File: src/rtl/aprd_pkg.sv
// Shared constants, register indexes and control structs of the peak/RMS level meter.
package aprd_pkg;

    localparam int SAMPLE_W   = 16;
    localparam int MAG_W      = 17;
    localparam int FILL_W     = 13;
    localparam int SUM_W      = 43;
    localparam int FS_W       = 15;
    localparam int LEVEL_W    = 16;
    localparam int APB_DATA_W = 32;
    localparam int APB_ADDR_W = 4;

    localparam int MAX_WINDOW_DEF = 4096;

    // Register indexes, taken from paddr[3:2]
    localparam logic [1:0] REG_WINDOW_LEN = 2'd0;
    localparam logic [1:0] REG_RMS_MODE   = 2'd1;
    localparam logic [1:0] REG_FULL_SCALE = 2'd2;

    // Window snapshot handed to the level unit
    typedef struct packed {
        logic              start;
        logic              rms;
        logic [MAG_W-1:0]  peak;
        logic [SUM_W-1:0]  sum;
        logic [FILL_W-1:0] count;
        logic [FS_W-1:0]   fs;
    } lvl_req_t;

    // Result of the level unit, held until acknowledged
    typedef struct packed {
        logic               done;
        logic [LEVEL_W-1:0] level;
    } lvl_rsp_t;

endpackage

File: src/rtl/aprd_stream_if.sv
// Valid/ready channel interfaces for samples in and levels out.
interface aprd_in_if;
    logic        valid;
    logic        ready;
    logic [15:0] sample;
    logic        end_of_clip;

    modport source (output valid, output sample, output end_of_clip, input ready);
    modport sink   (input valid, input sample, input end_of_clip, output ready);
endinterface

interface aprd_out_if;
    logic        valid;
    logic        ready;
    logic [15:0] level;
    logic        last_level;

    modport source (output valid, output level, output last_level, input ready);
    modport sink   (input valid, input level, input last_level, output ready);
endinterface

File: src/rtl/aprd_level_unit.sv
// Iterative level unit: shared restoring divider, followed in RMS mode by a digit-by-digit square root.
module aprd_level_unit
    import aprd_pkg::*;
(
    input  logic     clk,
    input  logic     rst_n,
    input  lvl_req_t req,
    input  logic     ack,
    output lvl_rsp_t rsp
);

    localparam logic [4:0] DIV_LAST_RMS  = 5'd31;
    localparam logic [4:0] DIV_LAST_PEAK = 5'd15;
    localparam logic [4:0] SQRT_LAST     = 5'd15;

    typedef enum logic [2:0] {
        LU_IDLE,
        LU_MUL_A,
        LU_MUL_B,
        LU_CHECK,
        LU_DIV,
        LU_SQRT,
        LU_DONE
    } lu_state_t;

    lu_state_t          state_reg;
    logic               rms_reg;
    logic [FILL_W-1:0]  count_reg;
    logic [FS_W-1:0]    fs_reg;
    logic [2*FS_W-1:0]  sqfs_reg;
    logic [SUM_W-1:0]   den_reg;
    logic [SUM_W-1:0]   rem_reg;
    logic [31:0]        quo_reg;
    logic [31:0]        res_reg;
    logic [31:0]        bit_reg;
    logic [4:0]         step_reg;
    logic [LEVEL_W-1:0] level_reg;

    logic [FS_W-1:0]   fs_eff;
    logic [2*FS_W-1:0] mul_a;
    logic [SUM_W-1:0]  mul_b;
    logic [SUM_W:0]    rem_sh;
    logic [SUM_W:0]    div_diff;
    logic              div_ge;
    logic [SUM_W-1:0]  rem_step;
    logic [32:0]       sq_trial;
    logic              sq_ge;
    logic [31:0]       sq_x;
    logic [31:0]       res_step;

    assign fs_eff = (req.fs == '0) ? FS_W'(1) : req.fs;
    assign mul_a  = fs_reg * fs_reg;
    assign mul_b  = sqfs_reg * count_reg;

    // One restoring division step
    assign rem_sh   = {rem_reg, 1'b0};
    assign div_diff = rem_sh - {1'b0, den_reg};
    assign div_ge   = rem_sh >= {1'b0, den_reg};
    assign rem_step = div_ge ? div_diff[SUM_W-1:0] : rem_sh[SUM_W-1:0];

    // One square-root digit; quo_reg holds the shrinking radicand
    assign sq_trial = {1'b0, res_reg} + {1'b0, bit_reg};
    assign sq_ge    = {1'b0, quo_reg} >= sq_trial;
    assign sq_x     = quo_reg - sq_trial[31:0];
    assign res_step = sq_ge ? ((res_reg >> 1) + bit_reg) : (res_reg >> 1);

    always_ff @(posedge clk or negedge rst_n) begin
        if (!rst_n) begin
            state_reg <= LU_IDLE;
        end
        else begin
            case (state_reg)
                LU_IDLE:
                begin
                    if (req.start) begin
                        rms_reg   <= req.rms;
                        count_reg <= req.count;
                        fs_reg    <= fs_eff;
                        den_reg   <= SUM_W'(fs_eff);
                        rem_reg   <= req.rms ? req.sum : SUM_W'(req.peak);
                        state_reg <= req.rms ? LU_MUL_A : LU_CHECK;
                    end
                end
                LU_MUL_A:
                begin
                    sqfs_reg  <= mul_a;
                    state_reg <= LU_MUL_B;
                end
                LU_MUL_B:
                begin
                    den_reg   <= (mul_b == '0) ? SUM_W'(1) : mul_b;
                    state_reg <= LU_CHECK;
                end
                LU_CHECK:
                begin
                    // ratio of one or more saturates
                    if (rem_reg >= den_reg) begin
                        level_reg <= '1;
                        state_reg <= LU_DONE;
                    end
                    else begin
                        quo_reg   <= '0;
                        step_reg  <= rms_reg ? DIV_LAST_RMS : DIV_LAST_PEAK;
                        state_reg <= LU_DIV;
                    end
                end
                LU_DIV:
                begin
                    rem_reg <= rem_step;
                    quo_reg <= {quo_reg[30:0], div_ge};
                    if (step_reg == '0) begin
                        if (rms_reg) begin
                            res_reg   <= '0;
                            bit_reg   <= 32'h4000_0000;
                            step_reg  <= SQRT_LAST;
                            state_reg <= LU_SQRT;
                        end
                        else begin
                            level_reg <= {quo_reg[14:0], div_ge};
                            state_reg <= LU_DONE;
                        end
                    end
                    else begin
                        step_reg <= step_reg - 5'd1;
                    end
                end
                LU_SQRT:
                begin
                    if (sq_ge) begin
                        quo_reg <= sq_x;
                    end
                    res_reg  <= res_step;
                    bit_reg  <= bit_reg >> 2;
                    step_reg <= step_reg - 5'd1;
                    if (step_reg == '0) begin
                        level_reg <= res_step[LEVEL_W-1:0];
                        state_reg <= LU_DONE;
                    end
                end
                LU_DONE:
                begin
                    if (ack) begin
                        state_reg <= LU_IDLE;
                    end
                end
                default:
                begin
                    state_reg <= LU_IDLE;
                end
            endcase
        end
    end

    assign rsp.done  = (state_reg == LU_DONE);
    assign rsp.level = level_reg;

endmodule

File: src/rtl/audio_peak_rms_decimator_unit.sv
// Top level of the windowed peak/RMS audio level meter with APB configuration.
//
//  channel   | dir | transfer when          | payload
//  ----------+-----+------------------------+---------------------------------
//  samples   | in  | valid && ready         | sample (s16), end_of_clip
//  levels    | out | valid && ready         | level (u16 Q0.16), last_level
//  apb       | in  | psel&penable&pwrite    | window_len, rms_mode, full_scale
//
//  A sample that does not close a window passes through capture and accumulate.
//  A closing sample then runs a 16-step divide in peak mode and, in RMS mode,
//  two multiplies, a 32-step divide and a 16-step square root; a saturated level
//  skips the divide and root. All of it runs in the single shared divide/root
//  unit. samples.ready is low meanwhile.
//  A finished level waits in the output register; the next sample is taken
//  while it waits, and only the next window end stalls on it.
//  Reset clears the accumulators, the handshakes and restores register defaults.
module audio_peak_rms_decimator_unit
    import aprd_pkg::*;
#(
    parameter int MAX_WINDOW = MAX_WINDOW_DEF
)
(
    input  logic                  clk,
    input  logic                  rst_n,
    input  logic                  psel,
    input  logic                  penable,
    input  logic                  pwrite,
    input  logic [APB_ADDR_W-1:0] paddr,
    input  logic [APB_DATA_W-1:0] pwdata,
    output logic [APB_DATA_W-1:0] prdata,
    output logic                  pready,
    aprd_in_if.sink               samples,
    aprd_out_if.source            levels
);

    // Longest window the fill counter can reach
    localparam int FILL_MAX  = (1 << FILL_W) - 1;
    localparam int WIN_CLAMP = (MAX_WINDOW > FILL_MAX) ? FILL_MAX : MAX_WINDOW;
    localparam logic [FILL_W-1:0] WIN_CLAMP_V = FILL_W'(WIN_CLAMP);

    typedef enum logic [1:0] {
        ST_IDLE,
        ST_ACC,
        ST_LVL
    } top_state_t;

    top_state_t         state_reg;
    logic [FILL_W-1:0]  window_len_reg;
    logic               rms_mode_reg;
    logic [FS_W-1:0]    full_scale_reg;

    logic [MAG_W-1:0]   mag_reg;
    logic               last_reg;
    logic [FILL_W-1:0]  fill_reg;
    logic [MAG_W-1:0]   peak_reg;
    logic [SUM_W-1:0]   sum_reg;

    logic               out_valid_reg;
    logic [LEVEL_W-1:0] out_level_reg;
    logic               out_last_reg;

    logic               cfg_wr;
    logic               in_xfer;
    logic               out_xfer;
    logic [MAG_W-1:0]   s_ext;
    logic [MAG_W-1:0]   mag_in;
    logic [2*MAG_W-1:0] sq;
    logic [SUM_W-1:0]   sum_next;
    logic [MAG_W-1:0]   peak_next;
    logic [FILL_W-1:0]  fill_next;
    logic [FILL_W-1:0]  len_eff;
    logic               win_end;
    logic               slot_free;
    logic               lu_ack;
    lvl_req_t           lu_req;
    lvl_rsp_t           lu_rsp;

    // ------------------------------------------------------------------
    // APB register file: writes complete in the access phase, no wait states
    // ------------------------------------------------------------------
    assign pready = 1'b1;
    assign cfg_wr = psel && penable && pwrite && pready;

    always_ff @(posedge clk or negedge rst_n) begin
        if (!rst_n) begin
            window_len_reg <= FILL_W'(1);
            rms_mode_reg   <= 1'b0;
            full_scale_reg <= FS_W'(1);
        end
        else if (cfg_wr) begin
            case (paddr[3:2])
                REG_WINDOW_LEN: window_len_reg <= pwdata[FILL_W-1:0];
                REG_RMS_MODE:   rms_mode_reg   <= pwdata[0];
                REG_FULL_SCALE: full_scale_reg <= pwdata[FS_W-1:0];
                default:        ;
            endcase
        end
    end

    always_comb begin
        case (paddr[3:2])
            REG_WINDOW_LEN: prdata = APB_DATA_W'(window_len_reg);
            REG_RMS_MODE:   prdata = APB_DATA_W'(rms_mode_reg);
            REG_FULL_SCALE: prdata = APB_DATA_W'(full_scale_reg);
            default:        prdata = '0;
        endcase
    end

    // ------------------------------------------------------------------
    // Sample capture: magnitude of a two's-complement sample, -32768 -> 32768
    // ------------------------------------------------------------------
    assign samples.ready = (state_reg == ST_IDLE);
    assign in_xfer       = samples.valid && samples.ready;
    assign s_ext         = {samples.sample[SAMPLE_W-1], samples.sample};
    assign mag_in        = samples.sample[SAMPLE_W-1] ? (MAG_W'(0) - s_ext) : s_ext;

    // ------------------------------------------------------------------
    // Window accumulation
    // ------------------------------------------------------------------
    assign sq        = mag_reg * mag_reg;
    assign sum_next  = sum_reg + SUM_W'(sq);
    assign peak_next = (mag_reg > peak_reg) ? mag_reg : peak_reg;
    assign fill_next = fill_reg + FILL_W'(1);

    // Effective length: zero acts as one, clamp to the longest window
    always_comb begin
        if (window_len_reg == '0) begin
            len_eff = FILL_W'(1);
        end
        else if (window_len_reg > WIN_CLAMP_V) begin
            len_eff = WIN_CLAMP_V;
        end
        else begin
            len_eff = window_len_reg;
        end
    end

    assign win_end = (fill_next >= len_eff) || last_reg;

    // Hand the closing window to the level unit in the accumulate cycle
    assign lu_req.start = (state_reg == ST_ACC) && win_end;
    assign lu_req.rms   = rms_mode_reg;
    assign lu_req.peak  = peak_next;
    assign lu_req.sum   = sum_next;
    assign lu_req.count = fill_next;
    assign lu_req.fs    = full_scale_reg;

    // Drain the level unit only once the output register can take it
    assign out_xfer  = levels.valid && levels.ready;
    assign slot_free = !out_valid_reg || levels.ready;
    assign lu_ack    = (state_reg == ST_LVL) && lu_rsp.done && slot_free;

    aprd_level_unit u_level (
        .clk   (clk),
        .rst_n (rst_n),
        .req   (lu_req),
        .ack   (lu_ack),
        .rsp   (lu_rsp)
    );

    // ------------------------------------------------------------------
    // Sequencer: state, accumulators and the output register
    // ------------------------------------------------------------------
    always_ff @(posedge clk or negedge rst_n) begin
        if (!rst_n) begin
            state_reg     <= ST_IDLE;
            fill_reg      <= '0;
            peak_reg      <= '0;
            sum_reg       <= '0;
            out_valid_reg <= 1'b0;
        end
        else begin
            // Drop the sent level unless a new one replaces it in the same cycle
            if (out_xfer && !lu_ack) begin
                out_valid_reg <= 1'b0;
            end
            case (state_reg)
                ST_IDLE:
                begin
                    if (in_xfer) begin
                        mag_reg   <= mag_in;
                        last_reg  <= samples.end_of_clip;
                        state_reg <= ST_ACC;
                    end
                end
                ST_ACC:
                begin
                    if (win_end) begin
                        // window closes: clear and wait for the level
                        fill_reg  <= '0;
                        peak_reg  <= '0;
                        sum_reg   <= '0;
                        state_reg <= ST_LVL;
                    end
                    else begin
                        fill_reg  <= fill_next;
                        peak_reg  <= peak_next;
                        sum_reg   <= sum_next;
                        state_reg <= ST_IDLE;
                    end
                end
                ST_LVL:
                begin
                    if (lu_ack) begin
                        out_valid_reg <= 1'b1;
                        out_level_reg <= lu_rsp.level;
                        out_last_reg  <= last_reg;
                        state_reg     <= ST_IDLE;
                    end
                end
                default:
                begin
                    state_reg <= ST_IDLE;
                end
            endcase
        end
    end

    assign levels.valid      = out_valid_reg;
    assign levels.level      = out_level_reg;
    assign levels.last_level = out_last_reg;

    // ------------------------------------------------------------------
    // Assertions
    // ------------------------------------------------------------------
    a_out_from_unit: assert property (@(posedge clk) disable iff (!rst_n)
        $rose(out_valid_reg) |-> $past(state_reg == ST_LVL && lu_rsp.done))
        else $error("output loaded without a finished level");

    a_acc_cleared: assert property (@(posedge clk) disable iff (!rst_n)
        (state_reg == ST_LVL) |-> (fill_reg == '0 && peak_reg == '0 && sum_reg == '0))
        else $error("accumulators not cleared while a level is computed");

    a_fill_bound: assert property (@(posedge clk) disable iff (!rst_n)
        fill_reg < WIN_CLAMP_V)
        else $error("fill count reached the longest window without closing");

    a_start_idle: assert property (@(posedge clk) disable iff (!rst_n)
        lu_req.start |-> !lu_rsp.done)
        else $error("level unit started while holding a result");

endmodule

File: src/flat_wrapper.sv
// flat-port wrapper written by rule: the top's interface ports become plain ports
module audio_peak_rms_decimator_unit_flat import aprd_pkg::*;
#(
    parameter int MAX_WINDOW = MAX_WINDOW_DEF
)
  (clk, rst_n, psel, penable, pwrite, paddr, pwdata, prdata, pready, samples_valid, samples_sample, samples_end_of_clip, samples_ready, levels_valid, levels_level, levels_last_level, levels_ready);
  aprd_in_if samples_i ();
  aprd_out_if levels_i ();
  input  logic clk;
  input  logic rst_n;
  input  logic psel;
  input  logic penable;
  input  logic pwrite;
  input  logic [APB_ADDR_W-1:0] paddr;
  input  logic [APB_DATA_W-1:0] pwdata;
  output logic [APB_DATA_W-1:0] prdata;
  output logic pready;
  input wire logic [$bits(samples_i.valid)-1:0] samples_valid;
  input wire logic [$bits(samples_i.sample)-1:0] samples_sample;
  input wire logic [$bits(samples_i.end_of_clip)-1:0] samples_end_of_clip;
  output wire logic [$bits(samples_i.ready)-1:0] samples_ready;
  output wire logic [$bits(levels_i.valid)-1:0] levels_valid;
  output wire logic [$bits(levels_i.level)-1:0] levels_level;
  output wire logic [$bits(levels_i.last_level)-1:0] levels_last_level;
  input wire logic [$bits(levels_i.ready)-1:0] levels_ready;
  assign samples_i.valid = samples_valid;
  assign samples_i.sample = samples_sample;
  assign samples_i.end_of_clip = samples_end_of_clip;
  assign samples_ready = samples_i.ready;
  assign levels_valid = levels_i.valid;
  assign levels_level = levels_i.level;
  assign levels_last_level = levels_i.last_level;
  assign levels_i.ready = levels_ready;
  audio_peak_rms_decimator_unit #(.MAX_WINDOW(MAX_WINDOW)) u_core (.clk(clk), .rst_n(rst_n), .psel(psel), .penable(penable), .pwrite(pwrite), .paddr(paddr), .pwdata(pwdata), .prdata(prdata), .pready(pready), .samples(samples_i), .levels(levels_i));
endmodule
File: config.mk
export PLATFORM = sky130hd
export DESIGN_NAME = audio_peak_rms_decimator_unit_flat
export DESIGN_NICKNAME = d
export VERILOG_FILES = /design/src/rtl/aprd_pkg.sv /design/src/rtl/aprd_stream_if.sv /design/src/rtl/aprd_level_unit.sv /design/src/rtl/audio_peak_rms_decimator_unit.sv /design/src/flat_wrapper.sv
export SDC_FILE = /design/constraint.sdc
export NUM_CORES = 2
export LEC_CHECK = 0
export BUFFER_PORTS_ARGS = -buffer_cell sky130_fd_sc_hd__buf_2
export CAP_MARGIN = 25
export CORE_ASPECT_RATIO = 0.75
export CORE_UTILIZATION = 55
export DETAILED_ROUTE_END_ITERATION = 16
export MAX_ROUTING_LAYER = met4
export PLACE_DENSITY = 0.71
export SLEW_MARGIN = 0
export SYNTH_ARGS = -nofsm -noshare
export SYNTH_HDL_FRONTEND = slang
export SYNTH_SLANG_ARGS = --single-unit
File: constraint.sdc
create_clock -name clk -period 7.6 [get_ports clk]
set_input_delay 0 -clock clk [delete_from_list [all_inputs] [get_ports clk]]
set_output_delay 0 -clock clk [all_outputs]
set_load 0.01 [all_outputs]
==> flow_summary_export.csv <==
group,metric,value,unit
logic_synthesis,synth_seq_area_share,21.52,%
placed_design,dpl_cell_area,53620,sq um
timing,min_period_over_period,97.05,%
drt,route.detailed.vias_per_inst,5.684,
timing,finalWorstPathRequiredPeriod,7.376,ns
worst_setup_path,critical_path_rt,8.03,ns
cells_and_area,design_area,55950,sq um
drt,route.detailed.drc,4,
floorplan,core_region_area,92250,sq um
worst_setup_path,timing_worst_setup_path_type,"reg2reg",
drt,dr_total_vias,39310,
timing,drv_slew,0,
logic_synthesis,syn-instance-count,5573,
timing,slew_headroom,27.34,%
drt,tritonroute_pass_1_iters,13,
worst_setup_path,worstSetupStartpointType,"register",
cells_and_area,utilization,60.66,%
logic_synthesis,synth_edf_count,280,
cells_and_area,fillCellCount,7796,
floorplan,fp.dieArea,95130,sq um
placed_design,place_congestion,0.9639,
hold_path,min-delay-path-class,"in2reg",
timing,report.final.hold_viol_count,0,
global_route,grt_pass1_wl,212700,microns
cells_and_area,number_of_nets_at_the_end_of_the_flow,6854,
logic_synthesis,postSynthRegisterBits,388,
status,run_status,"complete, but fails checks",
timing,worst-slew-pin-transition,1.078,ns
global_route,pin_count_of_the_biggest_net_entering_global_routing,63,
cells_and_area,area_delta_synth_final,8.359,%
clock_network,tritoncts_clock_tree,"yes",
clock_network,cts.htree.levels,2,
logic_synthesis,ys_types,86,
worst_setup_path,critical_path_sink_type,"register",
clock_network,clk_pin_slew_worst_paths,0.07,ns
floorplan,fp-row-count,96,
floorplan,overall_die_width,355.8,microns
logic_synthesis,synthesis.area_per_instance,9.266,sq um
worst_setup_path,worstSetupStartpoint,"u_core.u_level.count_reg[5]",
worst_setup_path,critical_path.reg2reg.startpoint,"u_core.u_level.count_reg[5]",
global_route,grt_antenna_before_repair,2,
clock_network,cts_root_buffer,"sky130_fd_sc_hd__clkbuf_16",
drt,detailedRoute.firstIterationViolations,3441,
timing,hold_slack,0.1032,ns
worst_setup_path,data_arrival_critical_path,7.81,ns
timing,skew,0.03596,ns
logic_synthesis,yosys_warnings,0,
drt,postRouteWirelength,130700,microns
logic_synthesis,synth-main-ff-cell,"sky130_fd_sc_hd__edfxtp_1",
timing,maxClockFrequency,135.6,MHz
status,violations_in_the_final_reports,"design-rule violations",
job,drv_cap,0,
drt,route.antenna.remaining_nets,0,
global_route,track_usage,28.95,%
timing,grt_setup_unrepaired,"yes",
floorplan,chipHeight,267.4,microns
floorplan,initial_standard_cell_utilization_of_the_core,55.98,%
clock_network,clkSinkCount,388,
clock_network,cts_inserted_buffers,44,
logic_synthesis,mappedNetlistArea,51640,sq um
logic_synthesis,synthArstFlopShare,27.84,%
clock_network,clock_insertion_delay_worst_skew,0.62,ns
hold_path,critical_hold_path_startpoint,"paddr[3]",
worst_setup_path,crit_fanout,16,
timing,setup_violations,0,
drt,routed_wire_length_per_instance,18.89,microns
global_route,first_global_vias,39810,
floorplan,i_o_pin_total,112,
placed_design,placement.io_buffers,74,
placed_design,post-dp-hpwl,104400,microns
global_route,globalRoute.totalOverflow,0,
cells_and_area,post_route_cells_drive_above_1_share,6.803,%
clock_network,cts_buffer_depth,3,
## logic make-up (layout without fill, tap and decap cells)
group | Yosys count | count (layout) | share of synthesized area [%]
and+or+nand+nor | 1553 | 1553 | 14.52
AOI/OAI and AO/OA | 923 | 923 | 11.46
muxes | 93 | 93 | 1.912
buffers and inverters | 1233 | 1325 | 9.137
xor gates and xnor gates | 240 | 240 | 4.085
DFF | 388 | 388 | 21.52
other | 2 | 28 | 0.01454
adders and majority gates | 1141 | 1141 | 37.36
## per-stage QoR
stage / setup slack [ns] / setup TNS, ns / std cells
floorplan: 0.6832 / 0 / 5597
global placement: 0.2557 / 0 / 6761
detailed placement: 0.1472 / 0 / 6763
CTS: 0.08320 / 0 / 6900
global route: -0.04467 / -0.04467 / 6916
finish: 0.2240 / 0 / 6916
## synth_stat cells, types with 28 or more instances
library cell                 n  area [sq um]
sky130_fd_sc_hd__a211oi_1   41         307.8
sky130_fd_sc_hd__a21o_1     85         638.1
sky130_fd_sc_hd__a21oi_1   219          1096
sky130_fd_sc_hd__a31oi_1    40         250.2
sky130_fd_sc_hd__and2_1    304          1902
sky130_fd_sc_hd__and3_1     48         300.3
sky130_fd_sc_hd__clkbuf_1  222         833.3
sky130_fd_sc_hd__dfrtp_1   106          2653
sky130_fd_sc_hd__edfxtp_1  280          8408
sky130_fd_sc_hd__fa_1      668         13370
sky130_fd_sc_hd__ha_1      473          5918
sky130_fd_sc_hd__inv_1     980          3679
sky130_fd_sc_hd__mux2_2     45         506.7
sky130_fd_sc_hd__mux2i_1    48         480.5
sky130_fd_sc_hd__nand2_1   623          2338
sky130_fd_sc_hd__nand2b_1   43         269.0
sky130_fd_sc_hd__nand3_1    66         330.3
sky130_fd_sc_hd__nand4_1    46         287.8
sky130_fd_sc_hd__nor2_1    237         889.6
sky130_fd_sc_hd__nor2b_1    51         319.1
sky130_fd_sc_hd__nor3_1     50         250.2
sky130_fd_sc_hd__o211ai_1   42         315.3
sky130_fd_sc_hd__o21a_1     28         210.2
sky130_fd_sc_hd__o21ai_0   236          1181
sky130_fd_sc_hd__o22ai_1    29         181.4
sky130_fd_sc_hd__o31ai_1    43         322.8
sky130_fd_sc_hd__xnor2_1   126          1104
sky130_fd_sc_hd__xor2_1    113         989.7
## layout make-up
cell class              instances  area (sq um)  share of cell area, %
multi-input cells            3976         36020                  64.37
flip-flops and latches        388         11110                  19.86
inverters                     980          3679                  6.574
repair buffers                263          2058                  3.678
well taps                    1225          1533                  2.739
clock buffers                  54          1232                  2.203
clock inverters                28         316.6                 0.5657
diodes                          2         5.005               0.008944
## what timing repair did
| item | CTS | global route |
|---|---|---|
| setup endpoints to repair | 0 | 9 |
| hold buffers | 55 | 2 |
| setup buffers | 0 | 11 |
| resized for setup | 0 | 12 |
| endpoints found under the hold margin | 96 | 2 |
## layer usage
metal / part of all wire (%) / wire length, microns / track usage [%] / up-vias
li1: - / - / - / 18310
met1: 46 / 60630 / 42.17 / 19430
met2: 43 / 56570 / 42.48 / 1418
met3: 8.7 / 11420 / 5.302 / 152
met4: 1.6 / 2028 / 5.347 / 0
met5: 0 / 0 / - / -
## path summary, 6_finish.rpt
| check | to | slack (ns) | cells past startpoint |
|---|---|---|---|
| setup / recovery | u_core.u_level.den_reg[0] | 0.22 | 21 |
| hold / removal | u_core.rms_mode_reg | 0.10 | 4 |
| setup reg to reg | u_core.u_level.den_reg[0] | 0.22 | 21 |
| hold reg to reg | u_core.levels.level[4] | 0.42 | 0 |
| max in group asynchronous | u_core.sum_reg[37] | 6.55 | 4 |
| min in group asynchronous | u_core.full_scale_reg[0] | 0.50 | 3 |
## layout by cell type (no fill, tap or decap), drive strengths merged, types with 45 or more instances in the layout
cell type    instances
edfxtp             280
a21o                85
dfrtp              106
ha                 473
and3                48
nand2              623
dlygate4sd3         56
mux2i               48
o21ai              247
buf                207
nor3                50
clkbuf              54
nand3               66
xor2               113
inv                987
mux2                45
nor2               237
nand4               46
nor2b               51
fa                 668
and2               305
xnor2              127
a21oi              223
## critical path, stage by stage (launching register included)
cell and delay (ns):
sky130_fd_sc_hd__edfxtp_1 0.80, sky130_fd_sc_hd__buf_6 0.27, sky130_fd_sc_hd__nand2_1 0.10, sky130_fd_sc_hd__fa_1 0.51, sky130_fd_sc_hd__fa_1 0.52, sky130_fd_sc_hd__inv_1 0.06, sky130_fd_sc_hd__fa_1 0.49, sky130_fd_sc_hd__fa_1 0.50
sky130_fd_sc_hd__inv_1 0.05, sky130_fd_sc_hd__fa_1 0.50, sky130_fd_sc_hd__inv_1 0.05, sky130_fd_sc_hd__ha_1 0.38, sky130_fd_sc_hd__a21oi_1 0.21, sky130_fd_sc_hd__a21boi_1 0.28, sky130_fd_sc_hd__o21ai_0 0.17, sky130_fd_sc_hd__a31oi_4 0.22
sky130_fd_sc_hd__xor2_2 0.24, sky130_fd_sc_hd__nand4_1 0.13, sky130_fd_sc_hd__or4_1 0.48, sky130_fd_sc_hd__or4_1 0.55, sky130_fd_sc_hd__or4b_1 0.53, sky130_fd_sc_hd__o21ai_1 0.13
Power is left out: the tool's default activity adds up to more than one toggle a clock period on the data nets, which glitch-free logic cannot reach.
